$ cat config.mk
export PLATFORM = sky130hd
export DESIGN_NAME = http_header_value_extractor_top
export DESIGN_NICKNAME = d
export VERILOG_FILES = /design/src/hdl/hhve_pkg.sv /design/src/hdl/hhve_front.sv /design/src/hdl/hhve_fifo.sv /design/src/hdl/hhve_back.sv /design/src/hdl/http_header_value_extractor_top.sv
export VERILOG_INCLUDE_DIRS = /design/src /design/src/hdl
export SDC_FILE = /design/constraint.sdc
export NUM_CORES = 1
export LEC_CHECK = 0
export ABC_AREA = 1
export BUFFER_PORTS_ARGS = -buffer_cell sky130_fd_sc_hd__buf_4
export CORE_ASPECT_RATIO = 0.5
export CORE_MARGIN = 1
export CORE_UTILIZATION = 56
export CTS_CLUSTER_SIZE = 8
export DETAILED_ROUTE_END_ITERATION = 10
export GPL_TIMING_DRIVEN = 0
export PLACE_DENSITY_LB_ADDON = 0.15
export SLEW_MARGIN = 0
export SYNTH_ARGS = -nofsm -noshare
export SYNTH_HDL_FRONTEND = slang
export SYNTH_SLANG_ARGS = --single-unit
$ cat constraint.sdc
create_clock -name clock -period 4.6 [get_ports clock]
set_input_delay 0.23 -clock clock [delete_from_list [all_inputs] [get_ports clock]]
set_output_delay 0.23 -clock clock [all_outputs]
set_load 0.005 [all_outputs]
$ cat src/hdl/http_header_value_extractor_top_defines.svh
// ----------------------------------------------------------------------------
// HTTP header value extractor: assertion macros
// Shared macros for the concurrent checks of the extractor modules.
// ----------------------------------------------------------------------------
`ifndef HTTP_HEADER_VALUE_EXTRACTOR_TOP_DEFINES_SVH
`define HTTP_HEADER_VALUE_EXTRACTOR_TOP_DEFINES_SVH

// Condition in the same cycle implies consequence in the same cycle.
`define HHVE_ASSERT_SAME(name, clk, rst, pre, post, msg) \
   name: assert property (@(posedge clk) disable iff (rst) (pre) |-> (post)) \
      else $error(msg);

// Condition in one cycle implies consequence in the next cycle.
`define HHVE_ASSERT_NEXT(name, clk, rst, pre, post, msg) \
   name: assert property (@(posedge clk) disable iff (rst) (pre) |=> (post)) \
      else $error(msg);

`endif

$ cat src/hdl/hhve_pkg.sv
// ----------------------------------------------------------------------------
// HTTP header value extractor package
// Result codes, register indexes, character constants and queue word type.
// ----------------------------------------------------------------------------
package hhve_pkg;

   typedef enum logic [1:0] {
      KIND_BYTE  = 2'd0,
      KIND_FOUND = 2'd1,
      KIND_NONE  = 2'd2,
      KIND_TRUNC = 2'd3
   } kind_type;

   localparam int CSR_INDEX_W = 3;
   localparam int CSR_DATA_W  = 64;
   localparam int KEY_WORDS   = 4;
   localparam int KEY_BYTES   = 32;
   localparam int LEN_W       = 6;
   localparam int CAP_W       = 13;
   localparam int COUNT_W     = 12;

   localparam logic [CSR_INDEX_W-1:0] CSR_KEY_WORD_0     = 3'd0;
   localparam logic [CSR_INDEX_W-1:0] CSR_KEY_WORD_1     = 3'd1;
   localparam logic [CSR_INDEX_W-1:0] CSR_KEY_WORD_2     = 3'd2;
   localparam logic [CSR_INDEX_W-1:0] CSR_KEY_WORD_3     = 3'd3;
   localparam logic [CSR_INDEX_W-1:0] CSR_KEY_LENGTH     = 3'd4;
   localparam logic [CSR_INDEX_W-1:0] CSR_VALUE_CAPACITY = 3'd5;

   localparam logic [LEN_W-1:0]   KEY_LENGTH_RESET = 6'd1;
   localparam logic [CAP_W-1:0]   CAPACITY_RESET   = 13'd256;
   localparam logic [CAP_W-1:0]   CAPACITY_MAX     = 13'd4096;
   localparam logic [CAP_W-1:0]   CAPACITY_MIN     = 13'd2;
   localparam logic [COUNT_W-1:0] LIMIT_MAX        = 12'd4095;

   localparam logic [7:0] CHAR_NUL   = 8'h00;
   localparam logic [7:0] CHAR_COLON = 8'h3A;
   localparam logic [7:0] CHAR_UPPER_A = 8'h41;
   localparam logic [7:0] CHAR_UPPER_Z = 8'h5A;
   localparam logic [7:0] CHAR_CR    = 8'h0D;
   localparam logic [7:0] CHAR_LF    = 8'h0A;
   localparam logic [7:0] CHAR_SPACE = 8'h20;
   localparam logic [7:0] CHAR_TAB   = 8'h09;
   localparam logic [7:0] CASE_BIT   = 8'h20;

   // One queue word carries all results of one header byte: up to two.
   typedef struct packed {
      logic [1:0] count;
      kind_type   kind_a;
      logic [7:0] byte_a;
      kind_type   kind_b;
   } entry_type;

   // Only A to Z fold to lower case.
   function automatic logic [7:0] fold(input logic [7:0] c);
      if (c >= CHAR_UPPER_A && c <= CHAR_UPPER_Z) begin
         return c | CASE_BIT;
      end
      return c;
   endfunction

endpackage

$ cat src/hdl/hhve_front.sv
// ----------------------------------------------------------------------------
// HTTP header value extractor: front end
// Holds the configuration, scans header bytes and queues their results.
// ----------------------------------------------------------------------------
module hhve_front #(
   parameter int MAX_KEY_BYTES = 32
) (
   input  logic                               clock,
   input  logic                               reset,
   input  logic                               csr_valid,
   input  logic [hhve_pkg::CSR_INDEX_W-1:0]   csr_index,
   input  logic [hhve_pkg::CSR_DATA_W-1:0]    csr_data,
   input  logic                               req_valid,
   output logic                               req_ready,
   input  logic [7:0]                         req_text_byte,
   input  logic                               req_last_byte,
   input  logic                               q_full,
   output logic                               push,
   output hhve_pkg::entry_type                push_entry
);
   import hhve_pkg::*;

   localparam int KPOS_W = $clog2(MAX_KEY_BYTES + 1);
   localparam int KIDX_W = $clog2(KEY_BYTES);

   typedef enum logic [2:0] {
      PH_MATCH,
      PH_SKIP,
      PH_SPACE,
      PH_VALUE,
      PH_DONE
   } phase_type;

   logic [CSR_DATA_W-1:0] key_ff [KEY_WORDS];
   logic [LEN_W-1:0]      key_length_ff;
   logic [CAP_W-1:0]      capacity_ff;

   phase_type             phase_ff, phase_in;
   logic [KPOS_W-1:0]     kpos_ff, kpos_in;
   logic [COUNT_W-1:0]    vcount_ff, vcount_in;
   logic                  prev_cr_ff, prev_cr_in;
   logic                  only_cr_ff, only_cr_in;

   logic [KPOS_W-1:0]     klen;
   logic [COUNT_W-1:0]    limit;
   logic [KIDX_W-1:0]     kidx;
   logic [7:0]            key_sel;
   logic                  fire;
   logic                  first;
   entry_type             entry;

   assign req_ready = !q_full;
   assign fire      = req_valid && req_ready;
   assign push      = fire && (entry.count != 2'd0);
   assign push_entry = entry;

   // Effective key length and value limit after clamping.
   assign klen  = (key_length_ff > LEN_W'(MAX_KEY_BYTES)) ? KPOS_W'(MAX_KEY_BYTES)
                                                          : KPOS_W'(key_length_ff);
   assign limit = (capacity_ff > CAPACITY_MAX) ? LIMIT_MAX
                                               : COUNT_W'(capacity_ff - 13'd1);
   assign kidx    = KIDX_W'(kpos_ff);
   assign key_sel = key_ff[kidx[KIDX_W-1:3]][{kidx[2:0], 3'b000} +: 8];
   assign first   = (phase_ff == PH_MATCH) && (kpos_ff == '0);

   always_comb begin
      phase_in     = phase_ff;
      kpos_in      = kpos_ff;
      vcount_in    = vcount_ff;
      prev_cr_in   = prev_cr_ff;
      only_cr_in   = only_cr_ff;
      entry.count  = 2'd0;
      entry.kind_a = KIND_BYTE;
      entry.byte_a = 8'd0;
      entry.kind_b = KIND_FOUND;

      if (phase_in != PH_DONE && (klen == '0 || capacity_ff < CAPACITY_MIN)) begin
         entry.count  = 2'd1;
         entry.kind_a = KIND_NONE;
         phase_in     = PH_DONE;
      end

      if (phase_in == PH_MATCH || phase_in == PH_SKIP) begin
         if (req_text_byte == CHAR_NUL) begin
            entry.count  = 2'd1;
            entry.kind_a = KIND_NONE;
            phase_in     = PH_DONE;
         end else if (prev_cr_ff && req_text_byte == CHAR_LF) begin
            // An empty line closes the header block without a match.
            if (only_cr_ff) begin
               entry.count  = 2'd1;
               entry.kind_a = KIND_NONE;
               phase_in     = PH_DONE;
            end else begin
               phase_in   = PH_MATCH;
               kpos_in    = '0;
               vcount_in  = '0;
               prev_cr_in = 1'b0;
               only_cr_in = 1'b0;
            end
         end else begin
            only_cr_in = first && (req_text_byte == CHAR_CR);
            prev_cr_in = (req_text_byte == CHAR_CR);
            if (phase_in == PH_MATCH) begin
               if (kpos_ff < klen) begin
                  if (fold(req_text_byte) == fold(key_sel)) begin
                     kpos_in = kpos_ff + KPOS_W'(1);
                  end else begin
                     phase_in = PH_SKIP;
                  end
               end else if (req_text_byte == CHAR_COLON) begin
                  phase_in = PH_SPACE;
               end else begin
                  phase_in = PH_SKIP;
               end
            end
         end
      end else if (phase_in == PH_SPACE || phase_in == PH_VALUE) begin
         if (!(phase_in == PH_SPACE &&
               (req_text_byte == CHAR_SPACE || req_text_byte == CHAR_TAB))) begin
            phase_in = PH_VALUE;
            if (req_text_byte == CHAR_NUL || req_text_byte == CHAR_CR ||
                req_text_byte == CHAR_LF) begin
               entry.count  = 2'd1;
               entry.kind_a = KIND_FOUND;
               phase_in     = PH_DONE;
            end else if (vcount_ff < limit) begin
               entry.count  = 2'd1;
               entry.kind_a = KIND_BYTE;
               entry.byte_a = req_text_byte;
               vcount_in    = vcount_ff + COUNT_W'(1);
            end else begin
               entry.count  = 2'd1;
               entry.kind_a = KIND_TRUNC;
               phase_in     = PH_DONE;
            end
         end
      end

      if (req_last_byte) begin
         if (phase_in != PH_DONE) begin
            if (entry.count == 2'd0) begin
               entry.kind_a = (phase_in == PH_SPACE || phase_in == PH_VALUE) ?
                              KIND_FOUND : KIND_NONE;
               entry.count  = 2'd1;
            end else begin
               entry.kind_b = (phase_in == PH_SPACE || phase_in == PH_VALUE) ?
                              KIND_FOUND : KIND_NONE;
               entry.count  = 2'd2;
            end
         end
         phase_in   = PH_MATCH;
         kpos_in    = '0;
         vcount_in  = '0;
         prev_cr_in = 1'b0;
         only_cr_in = 1'b0;
      end
   end

   always_ff @(posedge clock) begin
      if (reset) begin
         for (int i = 0; i < KEY_WORDS; i++) begin
            key_ff[i] <= '0;
         end
         key_length_ff <= KEY_LENGTH_RESET;
         capacity_ff   <= CAPACITY_RESET;
      end else if (csr_valid) begin
         unique case (csr_index)
            CSR_KEY_WORD_0:     key_ff[0] <= csr_data;
            CSR_KEY_WORD_1:     key_ff[1] <= csr_data;
            CSR_KEY_WORD_2:     key_ff[2] <= csr_data;
            CSR_KEY_WORD_3:     key_ff[3] <= csr_data;
            CSR_KEY_LENGTH:     key_length_ff <= csr_data[LEN_W-1:0];
            CSR_VALUE_CAPACITY: capacity_ff <= csr_data[CAP_W-1:0];
            default: ;
         endcase
      end
   end

   always_ff @(posedge clock) begin
      if (reset) begin
         phase_ff   <= PH_MATCH;
         kpos_ff    <= '0;
         vcount_ff  <= '0;
         prev_cr_ff <= 1'b0;
         only_cr_ff <= 1'b0;
      end else if (fire) begin
         phase_ff   <= phase_in;
         kpos_ff    <= kpos_in;
         vcount_ff  <= vcount_in;
         prev_cr_ff <= prev_cr_in;
         only_cr_ff <= only_cr_in;
      end
   end

endmodule

$ cat src/hdl/hhve_fifo.sv
// ----------------------------------------------------------------------------
// HTTP header value extractor: result queue
// Short queue of result words between the scanner and the output stage.
// ----------------------------------------------------------------------------
`include "http_header_value_extractor_top_defines.svh"

module hhve_fifo #(
   parameter int DEPTH = 4
) (
   input  logic                clock,
   input  logic                reset,
   input  logic                push,
   input  hhve_pkg::entry_type push_entry,
   input  logic                pop,
   output hhve_pkg::entry_type pop_entry,
   output logic                full,
   output logic                empty
);
   import hhve_pkg::*;

   localparam int PTR_W = $clog2(DEPTH);
   localparam int CNT_W = $clog2(DEPTH + 1);

   entry_type          mem_ff [DEPTH];
   logic [PTR_W-1:0]   wr_ptr_ff, wr_ptr_in;
   logic [PTR_W-1:0]   rd_ptr_ff, rd_ptr_in;
   logic [CNT_W-1:0]   count_ff, count_in;

   assign full      = (count_ff == CNT_W'(DEPTH));
   assign empty     = (count_ff == '0);
   assign pop_entry = mem_ff[rd_ptr_ff];

   always_comb begin
      wr_ptr_in = wr_ptr_ff;
      rd_ptr_in = rd_ptr_ff;
      count_in  = count_ff;
      if (push) begin
         wr_ptr_in = (wr_ptr_ff == PTR_W'(DEPTH - 1)) ? '0 : wr_ptr_ff + PTR_W'(1);
      end
      if (pop) begin
         rd_ptr_in = (rd_ptr_ff == PTR_W'(DEPTH - 1)) ? '0 : rd_ptr_ff + PTR_W'(1);
      end
      if (push && !pop) begin
         count_in = count_ff + CNT_W'(1);
      end else if (pop && !push) begin
         count_in = count_ff - CNT_W'(1);
      end
   end

   always_ff @(posedge clock) begin
      if (push) begin
         mem_ff[wr_ptr_ff] <= push_entry;
      end
   end

   always_ff @(posedge clock) begin
      if (reset) begin
         wr_ptr_ff <= '0;
         rd_ptr_ff <= '0;
         count_ff  <= '0;
      end else begin
         wr_ptr_ff <= wr_ptr_in;
         rd_ptr_ff <= rd_ptr_in;
         count_ff  <= count_in;
      end
   end

   `HHVE_ASSERT_SAME(a_no_push_full, clock, reset, push, !full, "push into a full queue")
   `HHVE_ASSERT_SAME(a_no_pop_empty, clock, reset, pop, !empty, "pop from an empty queue")
   `HHVE_ASSERT_NEXT(a_count_grows, clock, reset, push && !pop,
                     count_ff == $past(count_ff) + CNT_W'(1), "queue count lost a word")

endmodule

$ cat src/hdl/hhve_back.sv
// ----------------------------------------------------------------------------
// HTTP header value extractor: output stage
// Unpacks queued result words into single results on the output channel.
// ----------------------------------------------------------------------------
`include "http_header_value_extractor_top_defines.svh"

module hhve_back (
   input  logic                clock,
   input  logic                reset,
   input  logic                q_empty,
   output logic                pop,
   input  hhve_pkg::entry_type q_entry,
   output logic                rsp_valid,
   input  logic                rsp_ready,
   output logic [1:0]          rsp_kind,
   output logic [7:0]          rsp_value_byte,
   output logic                rsp_end_of_search
);
   import hhve_pkg::*;

   logic       valid_ff, valid_in;
   kind_type   kind_ff, kind_in;
   logic [7:0] byte_ff, byte_in;
   logic       pend_ff, pend_in;
   kind_type   pend_kind_ff, pend_kind_in;
   logic       slot_free;

   // The output register may reload in the cycle its word is taken.
   assign slot_free = !valid_ff || rsp_ready;
   assign pop       = slot_free && !pend_ff && !q_empty;

   always_comb begin
      valid_in     = valid_ff;
      kind_in      = kind_ff;
      byte_in      = byte_ff;
      pend_in      = pend_ff;
      pend_kind_in = pend_kind_ff;
      if (slot_free) begin
         if (pend_ff) begin
            valid_in = 1'b1;
            kind_in  = pend_kind_ff;
            byte_in  = 8'd0;
            pend_in  = 1'b0;
         end else if (!q_empty) begin
            valid_in     = 1'b1;
            kind_in      = q_entry.kind_a;
            byte_in      = q_entry.byte_a;
            pend_in      = (q_entry.count == 2'd2);
            pend_kind_in = q_entry.kind_b;
         end else begin
            valid_in = 1'b0;
         end
      end
   end

   always_ff @(posedge clock) begin
      if (reset) begin
         valid_ff <= 1'b0;
         pend_ff  <= 1'b0;
      end else begin
         valid_ff <= valid_in;
         pend_ff  <= pend_in;
      end
      kind_ff      <= kind_in;
      byte_ff      <= byte_in;
      pend_kind_ff <= pend_kind_in;
   end

   assign rsp_valid         = valid_ff;
   assign rsp_kind          = kind_ff;
   assign rsp_value_byte    = byte_ff;
   assign rsp_end_of_search = (kind_ff != KIND_BYTE);

   `HHVE_ASSERT_SAME(a_pend_has_first, clock, reset, pend_ff, valid_ff,
                     "second result waiting without a first one shown")
   `HHVE_ASSERT_SAME(a_status_no_byte, clock, reset, valid_ff && kind_ff != KIND_BYTE,
                     byte_ff == 8'd0, "status result carries a value byte")

endmodule

$ cat src/hdl/http_header_value_extractor_top.sv
// ----------------------------------------------------------------------------
// HTTP header value extractor
// Finds one configured header in a header block and streams out its value.
// ----------------------------------------------------------------------------
// Usage: write the key words, key length and value capacity through the csr_
// port while the block is idle; csr_ready is always high. Header bytes enter
// on the req_ channel, one word per byte, with req_last_byte on the final
// byte of each block. Results leave on the rsp_ channel: value bytes, then
// one status word (found, not found or truncated) with end of search set.
// Throughput is one header byte per cycle while the result queue has room;
// the scanner state registers update on each accepted byte. A byte yields
// zero, one or two results; two occur only when the final byte of a block
// is also a value byte, and then the output register shows them in turn.
// A result passes through the queue, which the scanner writes when its byte
// is accepted, and then into the output register, which loads it from the
// queue when the register is free and no second result of a byte waits.
// If the receiver stalls, results collect in a four-word queue; req_ready
// drops only when that queue is full. Reset is synchronous and restores the
// register defaults and the line start state; no memory sweep is needed.
// ----------------------------------------------------------------------------
module http_header_value_extractor_top #(
   parameter int MAX_KEY_BYTES = 32,
   parameter int QUEUE_DEPTH   = 4
) (
   input  logic                              clock,
   input  logic                              reset,
   input  logic                              csr_valid,
   output logic                              csr_ready,
   input  logic [hhve_pkg::CSR_INDEX_W-1:0]  csr_index,
   input  logic [hhve_pkg::CSR_DATA_W-1:0]   csr_data,
   input  logic                              req_valid,
   output logic                              req_ready,
   input  logic [7:0]                        req_text_byte,
   input  logic                              req_last_byte,
   output logic                              rsp_valid,
   input  logic                              rsp_ready,
   output logic [1:0]                        rsp_kind,
   output logic [7:0]                        rsp_value_byte,
   output logic                              rsp_end_of_search
);
   import hhve_pkg::*;

   logic      q_push;
   logic      q_pop;
   logic      q_full;
   logic      q_empty;
   entry_type q_in;
   entry_type q_out;

   assign csr_ready = 1'b1;

   hhve_front #(
      .MAX_KEY_BYTES(MAX_KEY_BYTES)
   ) u_front (
      .clock         (clock),
      .reset         (reset),
      .csr_valid     (csr_valid),
      .csr_index     (csr_index),
      .csr_data      (csr_data),
      .req_valid     (req_valid),
      .req_ready     (req_ready),
      .req_text_byte (req_text_byte),
      .req_last_byte (req_last_byte),
      .q_full        (q_full),
      .push          (q_push),
      .push_entry    (q_in)
   );

   hhve_fifo #(
      .DEPTH(QUEUE_DEPTH)
   ) u_fifo (
      .clock      (clock),
      .reset      (reset),
      .push       (q_push),
      .push_entry (q_in),
      .pop        (q_pop),
      .pop_entry  (q_out),
      .full       (q_full),
      .empty      (q_empty)
   );

   hhve_back u_back (
      .clock             (clock),
      .reset             (reset),
      .q_empty           (q_empty),
      .pop               (q_pop),
      .q_entry           (q_out),
      .rsp_valid         (rsp_valid),
      .rsp_ready         (rsp_ready),
      .rsp_kind          (rsp_kind),
      .rsp_value_byte    (rsp_value_byte),
      .rsp_end_of_search (rsp_end_of_search)
   );

endmodule

==> metrics.csv, run 1 <==
metric,value,unit
synthXorXnorAreaFrac,0.392,%
cts_tree,yes,
drv_slew,0,
violations,hold timing,
arrival,4.63,ns
drive_gt1_share,13.7,%
syn_area,17900,sq um
swShare,25.6,%
cts_root_buf,clkbuf_16,
hold_path_depth,3,
dp_hpwl,33800,microns
fmax,225,MHz
start_kind,flip-flop,
start_util,58.0,%
area_growth,18.8,%
finClkSkew,0.0209,ns
peakVddDrop,0.000287,V
drtIter0Drc,1977,
synth_compound_area_share,7.59,%
postPlaceCellArea,19200,sq um
syn-mean-instance-area,9.10,sq um
p_sw,2270,uW
synth-seq-area-share,60.6,%
die_h,128,microns
routed-via-count,14800,
cts_buffer_depth,3,
ys_ff_latch,379,
firstDrtPassIters,8,
cp.required,4.79,ns
worstSetupEndpointType,flip-flop,
drt-wirelength-per-cell,20.3,microns
synth_simple_gate_area_share,22.6,%
fin_hold_ws,-0.00144,ns
wirelength,52700,microns
clock-sinks,379,
preCtsSetupSlack,-0.594,ns
clkPwrFrac,39.7,%
hold_viol_final,2,
muxShareOfSynthArea,0,%
criticalPathCategory,reg2reg,
antenna_found_initial,1,
final_area,21300,sq um
combPwrFrac,13.3,%
insertion_delay,0.58,ns
io_pins,95,
first_global_vias,13900,
synth_warnings,0,
grt_pass1_wl,79600,microns
grt_remaining_overflow,0,
synth_edf_count,324,
via_per_inst,5.70,
period_minus_slack,4.43,ns
synth_adder_area_share,2.00,%
final-seq-area,10800,sq um
final_util,68.9,%
synth_top_family_by_area,simple AND/OR/NAND/NOR gates,
fillers,2412,
ys_types,44,
setup_viol,0,
p_total,8860,uW
worstMarginPinSlew,0.943,ns
setup_ws,0.165,ns
status,"finished, violations left",
pwr_density_cell,417,nW/um^2
syn_inst,1966,
postRouteAntennaNets,0,
gp_congestion,0.956,
fp.dieW,255,microns
htreeDepth,2,
power.leakage,0.00892,uW
track_usage,32.8,%
multi_input_area,6100,sq um
maxCapViolCount,0,
synth_ff_type,edfxtp_1,
clkSlewWorstSetupHoldPaths,0.05,ns
nNetsFinal,2266,
floorplan.die_area,32700,sq um
synthArstFlopShare,0,%
drc,0,
coreArea,30900,sq um
final-instance-count-excl-fill,2599,
cts_buffers,53,
hold_class,in2reg,
relSlewSlack,37.2,%
rows,45,
critPathMaxFanout,14,
grt_max_degree,49,
ff2ff_path_depth,21,
seqPwrFrac,47.1,%
min_period_over_period,96.4,%
p_int,6590,uW
dp.cells,2490,
portBuffers,90,
==> critical path: stages (launching register included) <==
cell and delay, ns:
dfxtp_1 0.32, buf_6 0.14, buf_6 0.19, buf_2 0.32, clkbuf_4 0.31, o21ai_0 0.11, o211ai_1 0.20, o211ai_1 0.19
nand4_1 0.12, o21ai_1 0.18, nand3_1 0.19, nand4_1 0.11, nand2_1 0.08, nand2_1 0.07, nand2_1 0.07, nand2_1 0.06
ha_1 0.27, nand2_1 0.06, nand2_2 0.14, o21ai_4 0.08, buf_4 0.17, nor2_2 0.66
==> state kept, by name, summed over array words and instances, names as in the netlist, named ones only <==
register and cells:
u_back.pend_ff 1, u_back.pend_kind_ff 2, u_back.rsp_kind 2, u_back.rsp_valid 1, u_back.rsp_value_byte 8, u_fifo.count_ff 3
u_fifo.mem_ff 56, u_fifo.rd_ptr_ff 2, u_fifo.wr_ptr_ff 2, u_front.capacity_ff 13, u_front.key_ff 256, u_front.key_length_ff 6
u_front.kpos_ff 6, u_front.only_cr_ff 1, u_front.phase_ff 3, u_front.prev_cr_ff 1, u_front.vcount_ff 12
==> placed cells by master (no fill, tap or decap), drive strengths merged, types with 2 or more instances in the layout <==
cell,n
nor4,5
dfxtp,55
o221ai,5
conb,9
o21ai,124
edfxtp,324
o21bai,2
buf,138
inv,209
nand2,362
xor2,8
clkbuf,128
or2,2
nor2,465
dlygate4sd3,22
a211oi,5
ha,27
nand3,136
a21boi,2
nor3,20
o211ai,11
a21oi,84
a31oi,3
o22ai,7
nand4,12
==> cells in the mapped netlist (all sizes together) (7+ instances only) <==
cell / count / area, sq um
a21oi: 84 / 424
buf: 38 / 246
clkbuf: 50 / 188
dfxtp: 55 / 1100
edfxtp: 324 / 9730
ha: 27 / 338
inv: 209 / 787
nand2: 362 / 1360
nand3: 136 / 686
nand4: 12 / 87.6
nor2: 465 / 1750
nor3: 20 / 100
o211ai: 11 / 82.6
o21ai: 124 / 624
o22ai: 7 / 43.8
xor2: 8 / 70.1
==> routing by layer <==
metal / track usage [%] / part of all wire, % / vias up
met4: 10.2 / 2.9 / 0
met1: 44.8 / 40 / 6907
met3: 8.50 / 13 / 134
met2: 51.8 / 45 / 883
met5: 0 / 0 / -
li1: - / - / 6889
==> through the flow <==
step	hold slack (ns)	setup TNS, ns
floorplan	0.419	0
global placement	0.462	-38.06
detailed placement	0.470	-31.34
CTS	0.000336	0
global route	0.0108	-4.71
finish	-0.00144	0
==> final timing paths <==
| path | slack [ns] | endpoint | start |
|---|---|---|---|
| worst min register to register | 0.47 | u_front.key_length_ff[1] | u_front.key_length_ff[1] |
| worst max register to register | 0.17 | u_fifo.mem_ff[2][4] | flip-flop |
| worst max-delay path | 0.17 | u_fifo.mem_ff[2][4] | flip-flop |
| worst min-delay path | -0.001 | u_front.key_ff[3][27] | csr_data[27] |
==> layout make-up <==
type / count / share of cell area, %
Clock inverter: 2 / 0.112
Inverter: 209 / 3.70
Tap cell: 423 / 2.49
Multi-Input combinational cell: 1297 / 28.7
Antenna cell: 1 / 0.0118
Clock buffer: 71 / 6.66
Timing Repair Buffer: 129 / 5.12
Sequential cell: 379 / 51.0
Buffer: 88 / 2.19
==> logic make-up (layout without fill, tap and decap cells) <==
logic type               count (synthesis)  in the layout
AO/OA/AOI/OAI                          249            249
XOR/XNOR                                 8              8
adder cells (fa/ha/maj)                 28             28
buffers and inverters                  297            499
flip-flops                             379            379
other                                    2             10
AND/OR/NAND/NOR                       1003           1003
==> repair_timing <==
action | CTS | global route
endpoints found under the hold margin | 44 | 0
buffers inserted | 2 | 11
setup endpoints to repair | 59 | 59
hold buffers | 22 | 0
gates resized for setup | 16 | 88
pin swaps | 2 | 24
==> power groups by stage <==
stage | combinational, uW | clock (uW) | sequential [uW]
after detailed placement | 1080 | 0 | 4240
final | 1180 | 3520 | 4170
after floorplan | 675 | 0 | 4220
after CTS | 1120 | 3510 | 4170
after global placement | 1040 | 0 | 4240
after global routing | 1330 | 3670 | 4200
No activity file was read; power rests on OpenSTA's default activity.
==> run 2, diff against run 1 <==
ABC_AREA = default   (was 1)
CORE_MARGIN = 2   (was 1)
==> metrics.csv, run 2 <==
metric,value,unit
portBuffers,88,
track_usage,28.5,%
synthArstFlopShare,0,%
synth-seq-area-share,60.6,%
synth_ff_type,edfxtp_1,
htreeDepth,2,
setup_viol,60,
final_area,22100,sq um
status,"finished, violations left",
via_per_inst,5.98,
cts_root_buf,clkbuf_16,
cp.required,5.08,ns
finClkSkew,0.0351,ns
grt_max_degree,40,
firstDrtPassIters,6,
first_global_vias,12300,
floorplan.die_area,33500,sq um
postPlaceCellArea,19400,sq um
criticalPathCategory,reg2reg,
dp.cells,1890,
fmax,195,MHz
ys_types,76,
dr_wl_met2,22800,microns
start_kind,flip-flop,
rows,46,
clkSlewWorstSetupHoldPaths,0.05,ns
cpPeakStageDelay,0.54,ns
fp.dieW,257,microns
clock-sinks,379,
relSlewSlack,21.0,%
ff2ff_path_depth,23,
synth_edf_count,324,
coreArea,31500,sq um
drtIter0Drc,1292,
peakVddDrop,0.000273,V
path_buf_inv,5,
synth_top_area_share,54.4,%
syn_inst,1357,
antenna_found_initial,1,
nNetsFinal,1712,
setup_ws,-0.534,ns
ys_ff_latch,379,
critPathMaxFanout,8,
period_minus_slack,5.13,ns
wirelength,47400,microns
grt_remaining_overflow,0,
critical_path.cell_chain,buf_8 -> buf_12 -> buf_16 -> mux4_2 -> o211ai_1 -> a22o_1 -> xor2_1 -> nand4_1 -> or4b_4 -> mux2_4 -> or2b_1 -> nand2_2 -> ha_4 -> nand2_4 -> o21ai_4 -> o21ai_4 -> inv_2 -> ha_4 -> inv_2 -> fa_2 -> xor2_1 -> or3_1 -> a21oi_2,
fillers,2178,
drc,0,
worstSetupEndpointType,flip-flop,
cts_tree,yes,
hold_path_depth,2,
final_util,70.0,%
routed-wl-met3,3970,microns
drive_gt1_share,20.9,%
regMostFlops,u_front.key_ff,
synth_top_area_cell,edfxtp_1,
min_period_over_period,112,%
insertion_delay,0.59,ns
hold_viol_final,0,
layout_common_cells,"324 x edfxtp_1, 266 x and2_1, 109 x buf_4, 66 x nor2_1",
rsz0062_at_grt,yes,
largest_reg_flops,256,
p_total,8780,uW
dp_hpwl,30900,microns
pwr_density_cell,397,nW/um^2
crit_end,u_fifo.count_ff[2],
gp_congestion,1.03,
die_h,130,microns
drt-wirelength-per-cell,23.0,microns
maxCapViolCount,0,
routed-via-count,12300,
power.leakage,0.00791,uW
io_pins,95,
postRouteAntennaNets,0,
timing.rr.end,u_fifo.count_ff[2],
fin_hold_ws,0.0714,ns
arrival,5.62,ns
synth.area.top_cells,"edfxtp_1 54%, and2_1 9.5%, dfxtp_1 6.2%",
synth_warnings,0,
cts_buffers,53,
yosys.cell_count.top_type,edfxtp_1,
rrSetupSlack,-0.53,ns
final-instance-count-excl-fill,2055,
start_util,56.7,%
yosys-top-cells-count,"324 x edfxtp_1, 271 x and2_1, 69 x nor2_1",
cts_buffer_depth,3,
routed.top_layer,met4,
syn-mean-instance-area,13.2,sq um
wirelength_met1,19100,microns
hold_class,in2reg,
worstMarginPinSlew,1.18,ns
reg_top3,"u_front.key_ff x256, u_fifo.mem_ff x56, u_front.capacity_ff x13",
layout_commonest_cell,edfxtp_1,
syn_area,17900,sq um
slowest_stage,mux4_2,
critPathTopFamily,simple AND/OR/NAND/NOR gates,
path_depth,23,
area_growth,23.5,%
drv_slew,0,
violations,setup timing,
grt_pass1_wl,70900,microns
[run 2: worst min-delay path by stage]
stage,from,end,slack (ns)
floorplan,csr_data[0],u_front.key_length_ff[0],0.35
global placement,u_front.prev_cr_ff,u_front.prev_cr_ff,0.47
detailed placement,u_front.prev_cr_ff,u_front.prev_cr_ff,0.48
CTS,req_text_byte[5],u_fifo.mem_ff[1][7],0.05
global route,req_text_byte[5],u_fifo.mem_ff[1][7],0.06
finish,req_text_byte[5],u_fifo.mem_ff[1][7],0.07
[run 2: where the power goes]
| part | leakage (uW) | switching, uW | internal, uW |
|---|---|---|---|
| sequential | 0.00356 | 103 | 4050 |
| clock | 0.000708 | 1400 | 2130 |
| combinational | 0.00364 | 582 | 511 |
| total | 0.00791 | 2080 | 6690 |
[run 2: cell type report]
cell class	count	area, sq um	share of cell area (%)
clock buffer	71	1440	6.50
inverter	20	75.1	0.340
multi-input combinational	891	7030	31.8
buffer	76	455	2.06
antenna	2	5.00	0.0227
sequential	379	10800	49.1
clock inverter	2	37.5	0.170
tap	432	541	2.45
timing repair buffer	182	1660	7.52
[run 2: kinds of logic after synthesis]
group	share of synthesized area (%)
adders and majority gates	2.00
AOI/OAI and AO/OA	5.86
and+or+nand+nor	17.7
muxes	10.4
xor gates and xnor gates	0.924
buffers and inverters	2.48
other	0.0420
DFF	60.6
[run 2: layer usage]
metal  global-route usage [%]  up-vias
met1                     37.1     6111
met4                     10.1        0
met2                     48.1      553
met5                        0        -
li1                         -     5515
met3                     6.20      112
[run 2: timing repair]
action	in CTS	in global routing
hold buffers	65	0
pin swaps	18	26
hold endpoints to repair	244	0
endpoints found under the setup margin	81	61
gates resized for setup	51	44
cloned	5	1
setup buffers	13	8
[run 2: metrics by stage]
step / worst slack, ns / setup TNS, ns
after floorplan: 0.00396 / 0
after global placement: -1.43 / -79.35
after detailed placement: -1.55 / -87.05
after CTS: -0.474 / -0.784
after global routing: -0.679 / -10.21
final: -0.534 / -3.81
==> run 3, diff against run 2 <==
SYNTH_HIERARCHICAL = 1   (was default)
==> metrics.csv, run 3 <==
metric,value,unit
via_per_inst,5.95,
cpPeakStageDelay,0.46,ns
drc,0,
ys_ff_latch,379,
yosys-top-cells-count,"324 x edfxtp_1, 274 x and2_1, 106 x mux2i_1",
path_buf_inv,3,
synth_simple_gate_area_share,18.1,%
swShare,23.6,%
dp_hpwl,31400,microns
drive_gt1_share,20.3,%
syn_area,18100,sq um
routed.top_layer,met4,
firstDrtPassIters,5,
peakVddDrop,0.000268,V
critPathTopFamily,simple AND/OR/NAND/NOR gates,
synth_top_area_cell,edfxtp_1,
hold_start,req_text_byte[6],
synth_adder_area_share,1.97,%
synth.area.top_cells,"edfxtp_1 54%, and2_1 9.5%, dfxtp_1 6.1%",
layout_commonest_cell,edfxtp_1,
wirelength_met1,20200,microns
nNetsFinal,1769,
routed-via-count,12600,
setup_ws,-0.254,ns
fp.dieW,258,microns
clkPwrFrac,40.0,%
cts_buffers,53,
criticalPathCategory,reg2reg,
worstMarginPinSlew,1.11,ns
drtIter0Drc,1302,
gp_congestion,0.860,
drt-wirelength-per-cell,23.4,microns
routed-wl-met3,4650,microns
preCtsSetupSlack,-0.973,ns
portBuffers,87,
fin_hold_ws,0.0926,ns
timing.rr.start,u_front/kpos_ff[0],
synthXorXnorAreaFrac,1.16,%
power.leakage,0.00813,uW
cp.required,5.09,ns
dr_wl_met2,23200,microns
insertion_delay,0.58,ns
layout_common_cells,"324 x edfxtp_1, 268 x and2_1, 134 x buf_4, 99 x mux2i_1, 87 x nand2_1",
syn_nets,1508,
min_period_over_period,106,%
cts_tree,yes,
p_int,6760,uW
diodes,0,
syn_inst,1399,
status,"finished, violations left",
maxCapViolCount,0,
finClkSkew,0.0367,ns
final-instance-count-excl-fill,2111,
rows,46,
combPwrFrac,13.0,%
postRouteAntennaNets,0,
p_sw,2090,uW
relSlewSlack,25.5,%
hold_class,in2reg,
synth_top_area_share,53.7,%
largest_reg_flops,256,
critPathMaxFanout,10,
regMostFlops,u_front/key_ff,
die_h,131,microns
worstSetupEndpointType,flip-flop,
syn-mean-instance-area,13.0,sq um
floorplan.die_area,33900,sq um
synth_ff_type,edfxtp_1,
yosys.cell_count.top_type,edfxtp_1,
seqPwrFrac,47.0,%
io_pins,95,
grt_pass1_wl,74300,microns
period_minus_slack,4.85,ns
cts_buffer_depth,3,
fmax,206,MHz
synth_edf_count,324,
violations,setup timing,
synth_warnings,6,
grt_max_degree,49,
muxShareOfSynthArea,10.5,%
ys_types,76,
first_global_vias,12900,
reg_top3,"u_front/key_ff x256, u_fifo/mem_ff x56, u_front/capacity_ff x13",
setup_viol,3,
pwr_density_cell,393,nW/um^2
critical_path.cell_chain,clkbuf_4 -> or3b_2 -> a21oi_1 -> o21ai_0 -> a31oi_1 -> o211ai_1 -> or4_4 -> buf_6 -> nor4b_4 -> o21bai_1 -> ha_1 -> mux2_4 -> o21a_4 -> ha_4 -> inv_2 -> fa_2 -> xor2_1 -> or3_1 -> a21oi_2,
coreArea,31800,sq um
synth_top_family_by_area,simple AND/OR/NAND/NOR gates,
synth_compound_area_share,5.73,%
htreeDepth,2,
timing.critical_path.from,u_front/kpos_ff[0],
track_usage,29.0,%
fillers,2163,
synthArstFlopShare,0,%
hold_viol_final,0,
start_kind,flip-flop,
antenna_found_initial,0,
grt_remaining_overflow,0,
start_util,57.0,%
dp.cells,1922,
wirelength,49300,microns
cts_root_buf,clkbuf_16,
area_growth,24.2,%
clock-sinks,379,
rsz0062_at_grt,yes,
slowest_stage,or3b_2,
clkSlewWorstSetupHoldPaths,0.05,ns
arrival,5.34,ns
drv_slew,0,
synth-seq-area-share,59.8,%
[run 3: cell families (layout without fill, tap and decap cells)]
group | count (synthesis) | after routing
DFF | 379 | 379
and+or+nand+nor | 569 | 570
muxes | 143 | 143
buffers and inverters | 97 | 376
adders and majority gates | 28 | 28
AOI/OAI and AO/OA | 156 | 156
xor gates and xnor gates | 24 | 24
other | 3 | 3
[run 3: what timing repair did]
| action | 4_1_cts | 5_1_grt |
|---|---|---|
| cloned | 1 | 2 |
| hold endpoints to repair | 248 | 0 |
| endpoints found under the setup margin | 61 | 62 |
| hold buffers | 67 | 0 |
| resized for setup | 85 | 28 |
| buffers inserted | 41 | 7 |
| pin swaps | 25 | 16 |
[run 3: area by class of cell]
class	count	area, sq um	area share (%)
clock inverters	2	37.5	0.167
well taps	432	541	2.40
plain buffers	75	552	2.45
clock buffers	72	1440	6.40
multi-input cells	924	7140	31.7
inverters	20	80.1	0.356
repair buffers	207	1870	8.31
flip-flops and latches	379	10800	48.2
[run 3: path summary, 6_finish.rpt]
path	cells after the start	slack, ns	endpoint
setup / recovery	19	-0.25	u_fifo/count_ff[2]
setup reg to reg	19	-0.25	u_fifo/count_ff[2]
hold reg to reg	2	0.49	u_front/capacity_ff[4]
hold / removal	2	0.09	u_fifo/mem_ff[3][8]
[run 3: routing by layer]
| layer | global-route usage (%) | vias up |
|---|---|---|
| met2 | 46.6 | 576 |
| met3 | 6.46 | 115 |
| met4 | 8.06 | 0 |
| met1 | 40.0 | 6230 |
| met5 | 0 | - |
| li1 | - | 5641 |
[run 3: power groups by stage]
stage | clock network, uW | registers, uW | logic [uW]
floorplan | 0 | 4200 | 642
global placement | 0 | 4210 | 980
detailed placement | 0 | 4220 | 1030
CTS | 3570 | 4160 | 1120
global route | 3740 | 4180 | 1250
finish | 3540 | 4160 | 1160
[run 3: metrics by stage]
step	util, %	TNS (ns)	area (sq um)	total power (uW)
final	70.8	-0.693	22500	8850
after global routing	70.8	-7.97	22500	9170
after CTS	70.3	-0.521	22300	8860
after detailed placement	61.6	-48.23	19600	5250
after global placement	61.1	-40.90	19400	5190
after floorplan	-	-0.179	18200	4840
